$ cat config.mk
export PLATFORM = sky130hd
export DESIGN_NAME = wide_char_to_utf8_encoder_flat
export DESIGN_NICKNAME = d
export VERILOG_FILES = /design/src/rtl/wcu_pkg.sv /design/src/rtl/wcu_if.sv /design/src/rtl/wcu_front.sv /design/src/rtl/wcu_fifo.sv /design/src/rtl/wcu_back.sv /design/src/rtl/wide_char_to_utf8_encoder.sv /design/src/flat_wrapper.sv
export VERILOG_INCLUDE_DIRS = /design/src /design/src/rtl
export SDC_FILE = /design/constraint.sdc
export NUM_CORES = 1
export LEC_CHECK = 0
export ABC_CLOCK_PERIOD_IN_PS = 4950
export BUFFER_PORTS_ARGS = -buffer_cell sky130_fd_sc_hd__buf_2
export CAP_MARGIN = 30
export CELL_PAD_IN_SITES_DETAIL_PLACEMENT = 0
export CELL_PAD_IN_SITES_GLOBAL_PLACEMENT = 2
export CORE_MARGIN = 3
export CORE_UTILIZATION = 39
export DETAILED_ROUTE_END_ITERATION = 10
export GPL_TIMING_DRIVEN = 0
export PLACE_DENSITY = 0.83
export SLEW_MARGIN = 25
export SYNTH_ARGS = -nofsm -noshare
export SYNTH_HDL_FRONTEND = slang
export SYNTH_HIERARCHICAL = 1
export SYNTH_SLANG_ARGS = --single-unit
$ cat constraint.sdc
create_clock -name clk -period 4.95 [get_ports clk]
set_input_delay 0.7425 -clock clk [delete_from_list [all_inputs] [get_ports clk]]
set_output_delay 0.7425 -clock clk [all_outputs]
set_load 0.02 [all_outputs]
$ cat src/rtl/assert_macros.svh
// Assertion macros shared by the RTL.
// Each macro expects clk and rst_n to exist in the calling scope.
`ifndef ASSERT_MACROS_SVH
`define ASSERT_MACROS_SVH

// Checked only outside reset.
`define WCU_ASSERT(lbl, prop, msg) \
  lbl: assert property (@(posedge clk) disable iff (!rst_n) (prop)) else $error(msg);

// Checked at every edge, reset included.
`define WCU_ASSERT_ALWAYS(lbl, prop, msg) \
  lbl: assert property (@(posedge clk) (prop)) else $error(msg);

`endif

$ cat src/rtl/wcu_pkg.sv
`default_nettype none
package wcu_pkg;

  localparam int UNIT_W = 32;
  localparam int CP_W   = 21;
  localparam int BYTE_W = 8;
  localparam int SURR_W = 10;

  // Code point limits and surrogate ranges
  localparam logic [UNIT_W-1:0] MAX_CP     = 32'h0010_FFFF;
  localparam logic [UNIT_W-1:0] HIGH_FIRST = 32'h0000_D800;
  localparam logic [UNIT_W-1:0] HIGH_LAST  = 32'h0000_DBFF;
  localparam logic [UNIT_W-1:0] LOW_FIRST  = 32'h0000_DC00;
  localparam logic [UNIT_W-1:0] LOW_LAST   = 32'h0000_DFFF;

  localparam logic [CP_W-1:0] REPLACEMENT = 21'h00_FFFD;
  localparam logic [CP_W-1:0] SUPP_BASE   = 21'h01_0000;

  // Encoded length thresholds
  localparam logic [CP_W-1:0] LIM_1B = 21'h00_0080;
  localparam logic [CP_W-1:0] LIM_2B = 21'h00_0800;
  localparam logic [CP_W-1:0] LIM_3B = 21'h01_0000;

  // Lead and continuation byte markers
  localparam logic [BYTE_W-1:0] LEAD_2B = 8'hC0;
  localparam logic [BYTE_W-1:0] LEAD_3B = 8'hE0;
  localparam logic [BYTE_W-1:0] LEAD_4B = 8'hF0;
  localparam logic [BYTE_W-1:0] CONT_B  = 8'h80;

  // Replacement character takes three bytes
  localparam logic [2:0] REPL_LEN = 3'd3;

  // One queued job: optional U+FFFD prefix, then optional code point
  typedef struct packed {
    logic            pre_fffd;
    logic            has_cp;
    logic [CP_W-1:0] cp;
  } cmd_t;

endpackage
`default_nettype wire

$ cat src/rtl/wcu_if.sv
`default_nettype none
// Input channel: one wide code unit per transfer
interface wcu_in_if;
  logic                        valid;
  logic                        ready;
  logic [wcu_pkg::UNIT_W-1:0]  code_unit;

  modport source (output valid, output code_unit, input ready);
  modport sink   (input valid, input code_unit, output ready);
endinterface

// Output channel: one UTF-8 byte per transfer
interface wcu_out_if;
  logic                        valid;
  logic                        ready;
  logic [wcu_pkg::BYTE_W-1:0]  out_byte;
  logic                        run_last;

  modport source (output valid, output out_byte, output run_last, input ready);
  modport sink   (input valid, input out_byte, input run_last, output ready);
endinterface
`default_nettype wire

$ cat src/rtl/wcu_front.sv
`default_nettype none
module wcu_front (
  input  logic           clk,
  input  logic           rst_n,
  wcu_in_if.sink         in_chan,
  output logic           push_valid,
  input  logic           push_ready,
  output wcu_pkg::cmd_t  push_cmd
);

  logic                        pending_r, pending_nxt;
  logic [wcu_pkg::SURR_W-1:0]  held_r, held_nxt;

  logic [wcu_pkg::UNIT_W-1:0]  u;
  logic                        is_high, is_low, is_zero, xfer;
  wcu_pkg::cmd_t               cmd;

  assign u       = in_chan.code_unit;
  assign is_high = (u >= wcu_pkg::HIGH_FIRST) && (u <= wcu_pkg::HIGH_LAST);
  assign is_low  = (u >= wcu_pkg::LOW_FIRST) && (u <= wcu_pkg::LOW_LAST);
  assign is_zero = (u == '0);

  // Take a unit whenever the queue has room
  assign in_chan.ready = push_ready;
  assign xfer          = in_chan.valid && push_ready;

  // Classify the unit against the held surrogate
  always_comb begin
    cmd         = '0;
    pending_nxt = pending_r;
    held_nxt    = held_r;
    if (pending_r && is_low) begin
      // surrogate pair -> supplementary code point
      cmd.has_cp  = 1'b1;
      cmd.cp      = wcu_pkg::SUPP_BASE + {1'b0, held_r, u[wcu_pkg::SURR_W-1:0]};
      pending_nxt = 1'b0;
      held_nxt    = '0;
    end else begin
      cmd.pre_fffd = pending_r;
      pending_nxt  = 1'b0;
      held_nxt     = '0;
      if (is_zero) begin
        cmd.has_cp = 1'b0;
      end else if (is_high) begin
        pending_nxt = 1'b1;
        held_nxt    = u[wcu_pkg::SURR_W-1:0];
      end else if (is_low) begin
        cmd.has_cp = 1'b1;
        cmd.cp     = wcu_pkg::REPLACEMENT;
      end else begin
        cmd.has_cp = 1'b1;
        cmd.cp     = (u > wcu_pkg::MAX_CP) ? wcu_pkg::REPLACEMENT
                                           : u[wcu_pkg::CP_W-1:0];
      end
    end
  end

  // Units that emit nothing are not queued
  assign push_valid = xfer && (cmd.pre_fffd || cmd.has_cp);
  assign push_cmd   = cmd;

  // Surrogate state
  always_ff @(posedge clk) begin
    if (!rst_n) begin
      pending_r <= 1'b0;
      held_r    <= '0;
    end else if (xfer) begin
      pending_r <= pending_nxt;
      held_r    <= held_nxt;
    end
  end

endmodule
`default_nettype wire

$ cat src/rtl/wcu_fifo.sv
`default_nettype none
module wcu_fifo #(
  parameter int DEPTH = 4
) (
  input  logic           clk,
  input  logic           rst_n,
  input  logic           push_valid,
  output logic           push_ready,
  input  wcu_pkg::cmd_t  push_cmd,
  output logic           pop_valid,
  input  logic           pop_ready,
  output wcu_pkg::cmd_t  pop_cmd
);

  localparam int PTR_W = (DEPTH > 1) ? $clog2(DEPTH) : 1;
  localparam int CNT_W = $clog2(DEPTH + 1);
  localparam logic [PTR_W-1:0] PTR_LAST = PTR_W'(DEPTH - 1);
  localparam logic [CNT_W-1:0] CNT_FULL = CNT_W'(DEPTH);

  wcu_pkg::cmd_t     slots [DEPTH];
  logic [PTR_W-1:0]  wr_ptr_r, wr_ptr_nxt;
  logic [PTR_W-1:0]  rd_ptr_r, rd_ptr_nxt;
  logic [CNT_W-1:0]  cnt_r, cnt_nxt;
  logic              do_push, do_pop;

  assign push_ready = (cnt_r != CNT_FULL);
  assign pop_valid  = (cnt_r != '0);
  assign pop_cmd    = slots[rd_ptr_r];

  assign do_push = push_valid && push_ready;
  assign do_pop  = pop_valid && pop_ready;

  // Pointer and count update
  always_comb begin
    wr_ptr_nxt = wr_ptr_r;
    rd_ptr_nxt = rd_ptr_r;
    cnt_nxt    = cnt_r;
    if (do_push) begin
      wr_ptr_nxt = (wr_ptr_r == PTR_LAST) ? '0 : wr_ptr_r + 1'b1;
    end
    if (do_pop) begin
      rd_ptr_nxt = (rd_ptr_r == PTR_LAST) ? '0 : rd_ptr_r + 1'b1;
    end
    if (do_push && !do_pop) begin
      cnt_nxt = cnt_r + 1'b1;
    end else if (do_pop && !do_push) begin
      cnt_nxt = cnt_r - 1'b1;
    end
  end

  always_ff @(posedge clk) begin
    if (!rst_n) begin
      wr_ptr_r <= '0;
      rd_ptr_r <= '0;
      cnt_r    <= '0;
    end else begin
      wr_ptr_r <= wr_ptr_nxt;
      rd_ptr_r <= rd_ptr_nxt;
      cnt_r    <= cnt_nxt;
    end
  end

  // Slot storage
  always_ff @(posedge clk) begin
    if (do_push) begin
      slots[wr_ptr_r] <= push_cmd;
    end
  end

endmodule
`default_nettype wire

$ cat src/rtl/wcu_back.sv
`default_nettype none
module wcu_back (
  input  logic           clk,
  input  logic           rst_n,
  input  logic           pop_valid,
  output logic           pop_ready,
  input  wcu_pkg::cmd_t  head,
  wcu_out_if.source      out_chan
);

  typedef logic [wcu_pkg::BYTE_W-1:0] byte_t;

  // UTF-8 length of a code point
  function automatic logic [2:0] enc_len(input logic [wcu_pkg::CP_W-1:0] cp);
    logic [2:0] len;
    if (cp < wcu_pkg::LIM_1B) begin
      len = 3'd1;
    end else if (cp < wcu_pkg::LIM_2B) begin
      len = 3'd2;
    end else if (cp < wcu_pkg::LIM_3B) begin
      len = 3'd3;
    end else begin
      len = 3'd4;
    end
    return len;
  endfunction

  // UTF-8 byte k of a code point
  function automatic byte_t enc_byte(input logic [wcu_pkg::CP_W-1:0] cp,
                                     input logic [1:0] k);
    byte_t b;
    b = '0;
    case (enc_len(cp))
      3'd1: b = {1'b0, cp[6:0]};
      3'd2: begin
        case (k)
          2'd0:    b = wcu_pkg::LEAD_2B | {3'b000, cp[10:6]};
          default: b = wcu_pkg::CONT_B | {2'b00, cp[5:0]};
        endcase
      end
      3'd3: begin
        case (k)
          2'd0:    b = wcu_pkg::LEAD_3B | {4'b0000, cp[15:12]};
          2'd1:    b = wcu_pkg::CONT_B | {2'b00, cp[11:6]};
          default: b = wcu_pkg::CONT_B | {2'b00, cp[5:0]};
        endcase
      end
      default: begin
        case (k)
          2'd0:    b = wcu_pkg::LEAD_4B | {5'b00000, cp[20:18]};
          2'd1:    b = wcu_pkg::CONT_B | {2'b00, cp[17:12]};
          2'd2:    b = wcu_pkg::CONT_B | {2'b00, cp[11:6]};
          default: b = wcu_pkg::CONT_B | {2'b00, cp[5:0]};
        endcase
      end
    endcase
    return b;
  endfunction

  logic [2:0]  idx_r, idx_nxt;
  logic        out_valid_r;
  byte_t       out_byte_r;
  logic        out_last_r;

  logic [2:0]  offs, cp_len, total, cp_idx;
  logic        is_last, load;
  byte_t       sel_byte;

  // Byte sequencing over prefix and code point
  always_comb begin
    offs     = head.pre_fffd ? wcu_pkg::REPL_LEN : 3'd0;
    cp_len   = head.has_cp ? enc_len(head.cp) : 3'd0;
    total    = offs + cp_len;
    cp_idx   = idx_r - offs;
    is_last  = (idx_r == total - 3'd1);
    if (idx_r < offs) begin
      sel_byte = enc_byte(wcu_pkg::REPLACEMENT, idx_r[1:0]);
    end else begin
      sel_byte = enc_byte(head.cp, cp_idx[1:0]);
    end
    idx_nxt  = is_last ? 3'd0 : idx_r + 3'd1;
  end

  // Load the output register when it is free or being drained
  assign load      = pop_valid && (!out_valid_r || out_chan.ready);
  assign pop_ready = load && is_last;

  always_ff @(posedge clk) begin
    if (!rst_n) begin
      idx_r       <= 3'd0;
      out_valid_r <= 1'b0;
    end else if (load) begin
      idx_r       <= idx_nxt;
      out_valid_r <= 1'b1;
    end else if (out_chan.ready) begin
      out_valid_r <= 1'b0;
    end
  end

  always_ff @(posedge clk) begin
    if (load) begin
      out_byte_r <= sel_byte;
      out_last_r <= is_last;
    end
  end

  assign out_chan.valid    = out_valid_r;
  assign out_chan.out_byte = out_byte_r;
  assign out_chan.run_last = out_last_r;

endmodule
`default_nettype wire

$ cat src/rtl/wide_char_to_utf8_encoder.sv
`default_nettype none
// Wide code unit to UTF-8 encoder. Each input transfer carries one 16- or
// 32-bit code unit; the block emits its UTF-8 bytes one per output transfer,
// with run_last set on the final byte a unit causes. Surrogate pairs are
// joined, unpaired surrogates and values above U+10FFFF come out as U+FFFD,
// and a zero unit ends the string (flushing a held high surrogate as U+FFFD).
// A unit that emits nothing produces no output transfer at all. Rate: the
// front accepts one unit per cycle while the QUEUE_DEPTH-entry job queue has
// room; the back's single output byte register sends one byte per cycle while
// the receiver is ready. A unit yields 0 to 7 bytes, 4 at most for a valid
// code point. A job is held in a queue slot, then its bytes in the output register.
// No clearing pass follows reset.
`include "assert_macros.svh"
module wide_char_to_utf8_encoder #(
  parameter int QUEUE_DEPTH = 4
) (
  input  logic       clk,
  input  logic       rst_n,
  wcu_in_if.sink     in_chan,
  wcu_out_if.source  out_chan
);

  logic           push_valid, push_ready;
  logic           pop_valid, pop_ready;
  wcu_pkg::cmd_t  push_cmd, pop_cmd;

  // Front: classify units, track surrogates
  wcu_front u_front (
    .clk        (clk),
    .rst_n      (rst_n),
    .in_chan    (in_chan),
    .push_valid (push_valid),
    .push_ready (push_ready),
    .push_cmd   (push_cmd)
  );

  // Job queue between front and back
  wcu_fifo #(
    .DEPTH (QUEUE_DEPTH)
  ) u_fifo (
    .clk        (clk),
    .rst_n      (rst_n),
    .push_valid (push_valid),
    .push_ready (push_ready),
    .push_cmd   (push_cmd),
    .pop_valid  (pop_valid),
    .pop_ready  (pop_ready),
    .pop_cmd    (pop_cmd)
  );

  // Back: serialize bytes
  wcu_back u_back (
    .clk       (clk),
    .rst_n     (rst_n),
    .pop_valid (pop_valid),
    .pop_ready (pop_ready),
    .head      (pop_cmd),
    .out_chan  (out_chan)
  );

  // Only jobs that emit bytes enter the queue
  `WCU_ASSERT(a_push_nonempty, push_valid |-> (push_cmd.pre_fffd || push_cmd.has_cp), "empty job pushed")

  // Queue head always describes at least one byte
  `WCU_ASSERT(a_head_nonempty, pop_valid |-> (pop_cmd.pre_fffd || pop_cmd.has_cp), "empty job at head")

  // Retiring a job leaves its final byte in the output register
  `WCU_ASSERT(a_pop_last, (pop_valid && pop_ready) |=> (out_chan.valid && out_chan.run_last), "job retired without final byte")

endmodule
`default_nettype wire

$ cat src/flat_wrapper.sv
// flat-port wrapper written by rule: the top's interface ports become plain ports
module wide_char_to_utf8_encoder_flat 
#(
  parameter int QUEUE_DEPTH = 4
)
  (clk, rst_n, in_chan_valid, in_chan_code_unit, in_chan_ready, out_chan_valid, out_chan_out_byte, out_chan_run_last, out_chan_ready);
  wcu_in_if in_chan_i ();
  wcu_out_if out_chan_i ();
  input  logic clk;
  input  logic rst_n;
  input wire logic [$bits(in_chan_i.valid)-1:0] in_chan_valid;
  input wire logic [$bits(in_chan_i.code_unit)-1:0] in_chan_code_unit;
  output wire logic [$bits(in_chan_i.ready)-1:0] in_chan_ready;
  output wire logic [$bits(out_chan_i.valid)-1:0] out_chan_valid;
  output wire logic [$bits(out_chan_i.out_byte)-1:0] out_chan_out_byte;
  output wire logic [$bits(out_chan_i.run_last)-1:0] out_chan_run_last;
  input wire logic [$bits(out_chan_i.ready)-1:0] out_chan_ready;
  assign in_chan_i.valid = in_chan_valid;
  assign in_chan_i.code_unit = in_chan_code_unit;
  assign in_chan_ready = in_chan_i.ready;
  assign out_chan_valid = out_chan_i.valid;
  assign out_chan_out_byte = out_chan_i.out_byte;
  assign out_chan_run_last = out_chan_i.run_last;
  assign out_chan_i.ready = out_chan_ready;
  wide_char_to_utf8_encoder #(.QUEUE_DEPTH(QUEUE_DEPTH)) u_core (.clk(clk), .rst_n(rst_n), .in_chan(in_chan_i), .out_chan(out_chan_i));
endmodule
==> results summary <==
The flow ran to the end, and the final reports show no timing, DRC or antenna violations. The die footprint is 0.0168 mm2. The number of hold buffers added after CTS is 0.

The port buffer count is 46. Measured on the finished design, the core utilization comes to 0.486. The fraction of layout cells with a size suffix above 1 is 0.324. The placeable core region is 0.0148 mm2. For this run, the post-layout net count is 549. The count of state elements after synthesis came out at 125.

The final non-filler cell area is 0.00717 mm2. TritonCTS built the clock tree. The critical path buffer and inverter count is 5. The number of max-slew violations in the final report is 0. The power density over the cells is 520 mW/mm2. In this run, CTS created clock tree buffers numbering 17.

The floorplan has 44 rows. The detailed-route DRC error count is 0. The maximum net fanout on the critical path came out at 6. The max capacitance violation total is 0. The final weighted congestion in routability-driven placement came out at 0.857.

The top-level port count came out at 47. The share of synthesized area in the top cell type comes to 0.509. The initial antenna violation count came to 0. Counting instances, the worst hold path has a depth of 1.

The number of placed instances with taps included came out at 646. The overall via count from detail_route is 3920. The analysis attributes to cell leakage a power of 0.00238 uW. Setup repair after global routing left no endpoint under its margin. The start point of the worst min-delay path is u_core/u_front/held_r[1]$_SDFFE_PN0P_.

The adder-cell share of the synthesized area is 0.0370. In this run the critical register-to-register path is captured at u_core/u_fifo/cnt_r[2]$_SDFFE_PN0P_. The post-placement cell area came out at 0.00642 mm2. The count of nets left with antenna violations after detail routing came out at 0. The total iterations of the first detailed-routing run is 5.

Grouping stages by cell kind, the critical path spends the most delay in simple AND/OR/NAND/NOR gates. edfxtp_1 is the most common cell in the netlist. The sum of overflow across all layers after global routing is 0. The post-detailed-route via-to-cell ratio came out at 5.66.

The clock network latency to the later pin of the worst-skew pair came out at 0.41 ns. At the pin with the least slew margin, the transition time is 0.944 ns. The peak supply drop is 0.219 mV.

The post-synthesis cell count came out at 416. The most used flip-flop cell after synthesis is edfxtp_1. The number of flops mapped to enable cells by yosys came out at 101.

The maximum clock rate is 0.213 GHz. For this run, the total global-route usage over all layers was measured as 0.167. The clock input transition at the sequential cells of the worst setup and hold paths is 0.06 ns. The fraction of the yosys area taken by sequential cells is 0.590. The worst min-delay path class is flip-flop to flip-flop. The category of the critical setup timing path is flip-flop to flip-flop.

The number of setup violations in the final report is 0. The wire length of the first global-routing pass came out at 20.9 mm. The synthesized design spends more area on one cell type than any other, namely edfxtp_1. On the final layout, the worst hold slack is 0.491 ns. For this design, the sink count on the clock tree is 125. The synthesized netlist contains 74 unique library cells. Of the total synthesized cell area, the portion taken by XOR and XNOR cells is 0.0191.

The total count of hold-check failures in the final report came out at 0. After filler insertion, the fill cell instance count of the layout stands at 1292. STA classifies the critical path startpoint as a flip-flop. The tree is rooted in a clkbuf_16. Counting instances in the post-synthesis netlist gives the leading cell types as 101 x edfxtp_1, 25 x mux4_2, 24 x dfxtp_1. On the worst path, the slowest cell contributes a delay of 0.55 ns. No sink is reached through more buffers than the 2 on the longest clock path. The worst register-to-register path has a depth of 21. For this run, the number of Yosys warnings is 6. The worst slew margin relative to its limit came out at 0.371. The synthesized-area fraction occupied by ao, oa, aoi and oai cells is 0.120. The number of diodes is 0.

The final wirelength came out at 13.1 mm. The effective utilization at floorplan is 0.404. In this run, the number of DRC markers left after iteration 0 of detailed routing was 399.

The via count of the first global-routing pass is 3921. The largest individual stage delay along the critical path comes from the cell mux4_2. Averaged over all synthesized cells, the footprint is 14.3 um2. Between clock sinks in the finished design, the worst skew comes to 0.00814 ns. The path with the worst hold slack has its endpoint at u_core/u_front/held_r[1]$_SDFFE_PN0P_. The finished layout holds 693 standard cells, fillers aside. Detailed placement finished with a half-perimeter wire length of 9.29 mm. The shortest period the worst path allows came out at 4.70 ns.

By area the synthesized netlist is led by edfxtp_1 51%, mux4_2 9.5%, dfxtp_1 8.1%. By area, the combinational part of the netlist is dominated by compound AO/OA/AOI/OAI gates. The data required time of the critical path came out at 5.30 ns. Traced cell by cell, the critical path runs through buf_6, buf_12, mux4_2, or4_4, or2_0, buf_4, o211ai_1, ha_1, inv_1, ha_2, xor2_2, xnor2_2, xnor2_2, and2_4, o31ai_4, ha_2, inv_2, fa_2, xor2_1, or3_4, a21boi_1. The share of synthesized registers carrying an async set or reset came out at 0. The average wire per standard cell is 18.9 um. The mapped netlist covers 0.00596 mm2. The fraction of the cycle the final worst path needs came out at 0.949. The synthesized-area fraction occupied by and/or/nand/nor cells is 0.0987.

From left edge to right edge, the die measures 130 um. The multiplexer share of the synthesized area came out at 0.109. The number of nets in the synthesized netlist is 469. The maximum number of pins on one net before global-route repair came out at 24. The number of H-tree levels came out at 4. The area growth from synthesis to layout came out at 20.3%.

The vertical die dimension came out at 130 um. In this run the register-to-register setup slack is 0.25 ns. The data arrival at the endpoint of the critical path is 5.05 ns.

The critical path capture point type is a flip-flop.
==> power by group <==
part	total (uW)	switching, uW	internal (uW)
clock network	1110	469	645
logic	1260	730	530
registers	1350	53.4	1300
==> logic make-up (layout without fill, tap and decap cells) <==
| kind of cell | Yosys count | after routing |
|---|---|---|
| DFF | 125 | 125 |
| and+or+nand+nor | 100 | 100 |
| AOI/OAI and AO/OA | 93 | 93 |
| buffers and inverters | 35 | 128 |
| muxes | 33 | 33 |
| adders and majority gates | 17 | 17 |
| xor gates and xnor gates | 13 | 13 |
==> worst reg2reg max path: cells and delay by family (launching register included) <==
kind                       cells  cell delay, ns
and+or+nand+nor                4            1.28
xor gates and xnor gates       4            0.60
muxes                          1            0.55
buffers and inverters          5            0.51
DFF                            1            0.32
adders and majority gates      4            1.02
AOI/OAI and AO/OA              3            0.38
==> layout by cell type, fill, tap and decap left out, drive strengths merged, types with 10 or more instances in the layout <==
cell / Yosys / routed
edfxtp: 101 / 101
buf: 12 / 73
mux4: 25 / 25
clkbuf: 8 / 25
dfxtp: 24 / 24
inv: 15 / 22
nand2: 18 / 18
ha: 16 / 16
a22o: 15 / 15
nor2: 14 / 14
nor4: 13 / 13
o21ai: 12 / 12
a21oi: 10 / 10
o21a: 10 / 10
==> through the flow <==
stage	TNS [ns]	power, uW	setup WS, ns
2_1_floorplan	0	2220	0.0201
5_1_grt	0	3930	0.0420
3_5_place_dp	-0.991	2510	-0.617
3_3_place_gp	-0.932	2500	-0.583
6_report	0	3720	0.254
4_1_cts	0	3710	0.00909
==> area by class of cell <==
cell class | count | area, um2 | area share
flip-flops and latches | 125 | 3510 | 0.490
multi-input cells | 256 | 2350 | 0.328
clock buffers | 17 | 425 | 0.0594
repair buffers | 62 | 350 | 0.0489
well taps | 184 | 230 | 0.0321
plain buffers | 19 | 129 | 0.0180
clock inverters | 15 | 111 | 0.0155
inverters | 15 | 56.3 | 0.00786
==> layer usage <==
metal / up-vias / GRT usage / part of all wire
met5: - / 0 / 0
met4: 0 / 0.0789 / 0.032
met3: 29 / 0.0420 / 0.048
met2: 136 / 0.254 / 0.46
met1: 1916 / 0.226 / 0.46
li1: 1839 / - / -
==> worst max path at each step <==
stage                   start                             endpoint  slack (ns)  cells past startpoint
global route        flip-flop  u_core/u_fifo/cnt_r[2]$_SDFFE_PN0P_        0.04                     21
detailed placement  flip-flop  u_core/u_fifo/cnt_r[2]$_SDFFE_PN0P_       -0.62                     19
global placement    flip-flop  u_core/u_fifo/cnt_r[2]$_SDFFE_PN0P_       -0.58                     19
CTS                 flip-flop  u_core/u_fifo/cnt_r[2]$_SDFFE_PN0P_       0.009                     22
finish              flip-flop  u_core/u_fifo/cnt_r[2]$_SDFFE_PN0P_        0.25                     21
floorplan           flip-flop  u_core/u_fifo/cnt_r[2]$_SDFFE_PN0P_        0.02                     22
==> registers in the layout, summed over array words and instances (netlist names), 2 cells and up, named ones only <==
register                         flops
u_core/u_back/out_chan.out_byte      8
u_core/u_front/held_r               10
u_core/u_fifo/wr_ptr_r               2
u_core/u_fifo/cnt_r                  3
u_core/u_back/idx_r                  3
u_core/u_fifo/rd_ptr_r               2
u_core/u_fifo/slots                 92
==> repair_timing <==
action	4_1_cts	5_1_grt
pin swaps	9	12
setup buffers	9	7
gates resized for setup	20	9
endpoints found under the setup margin	3	1
endpoints found under the hold margin	0	0
No activity file was read; power rests on OpenSTA's default activity.
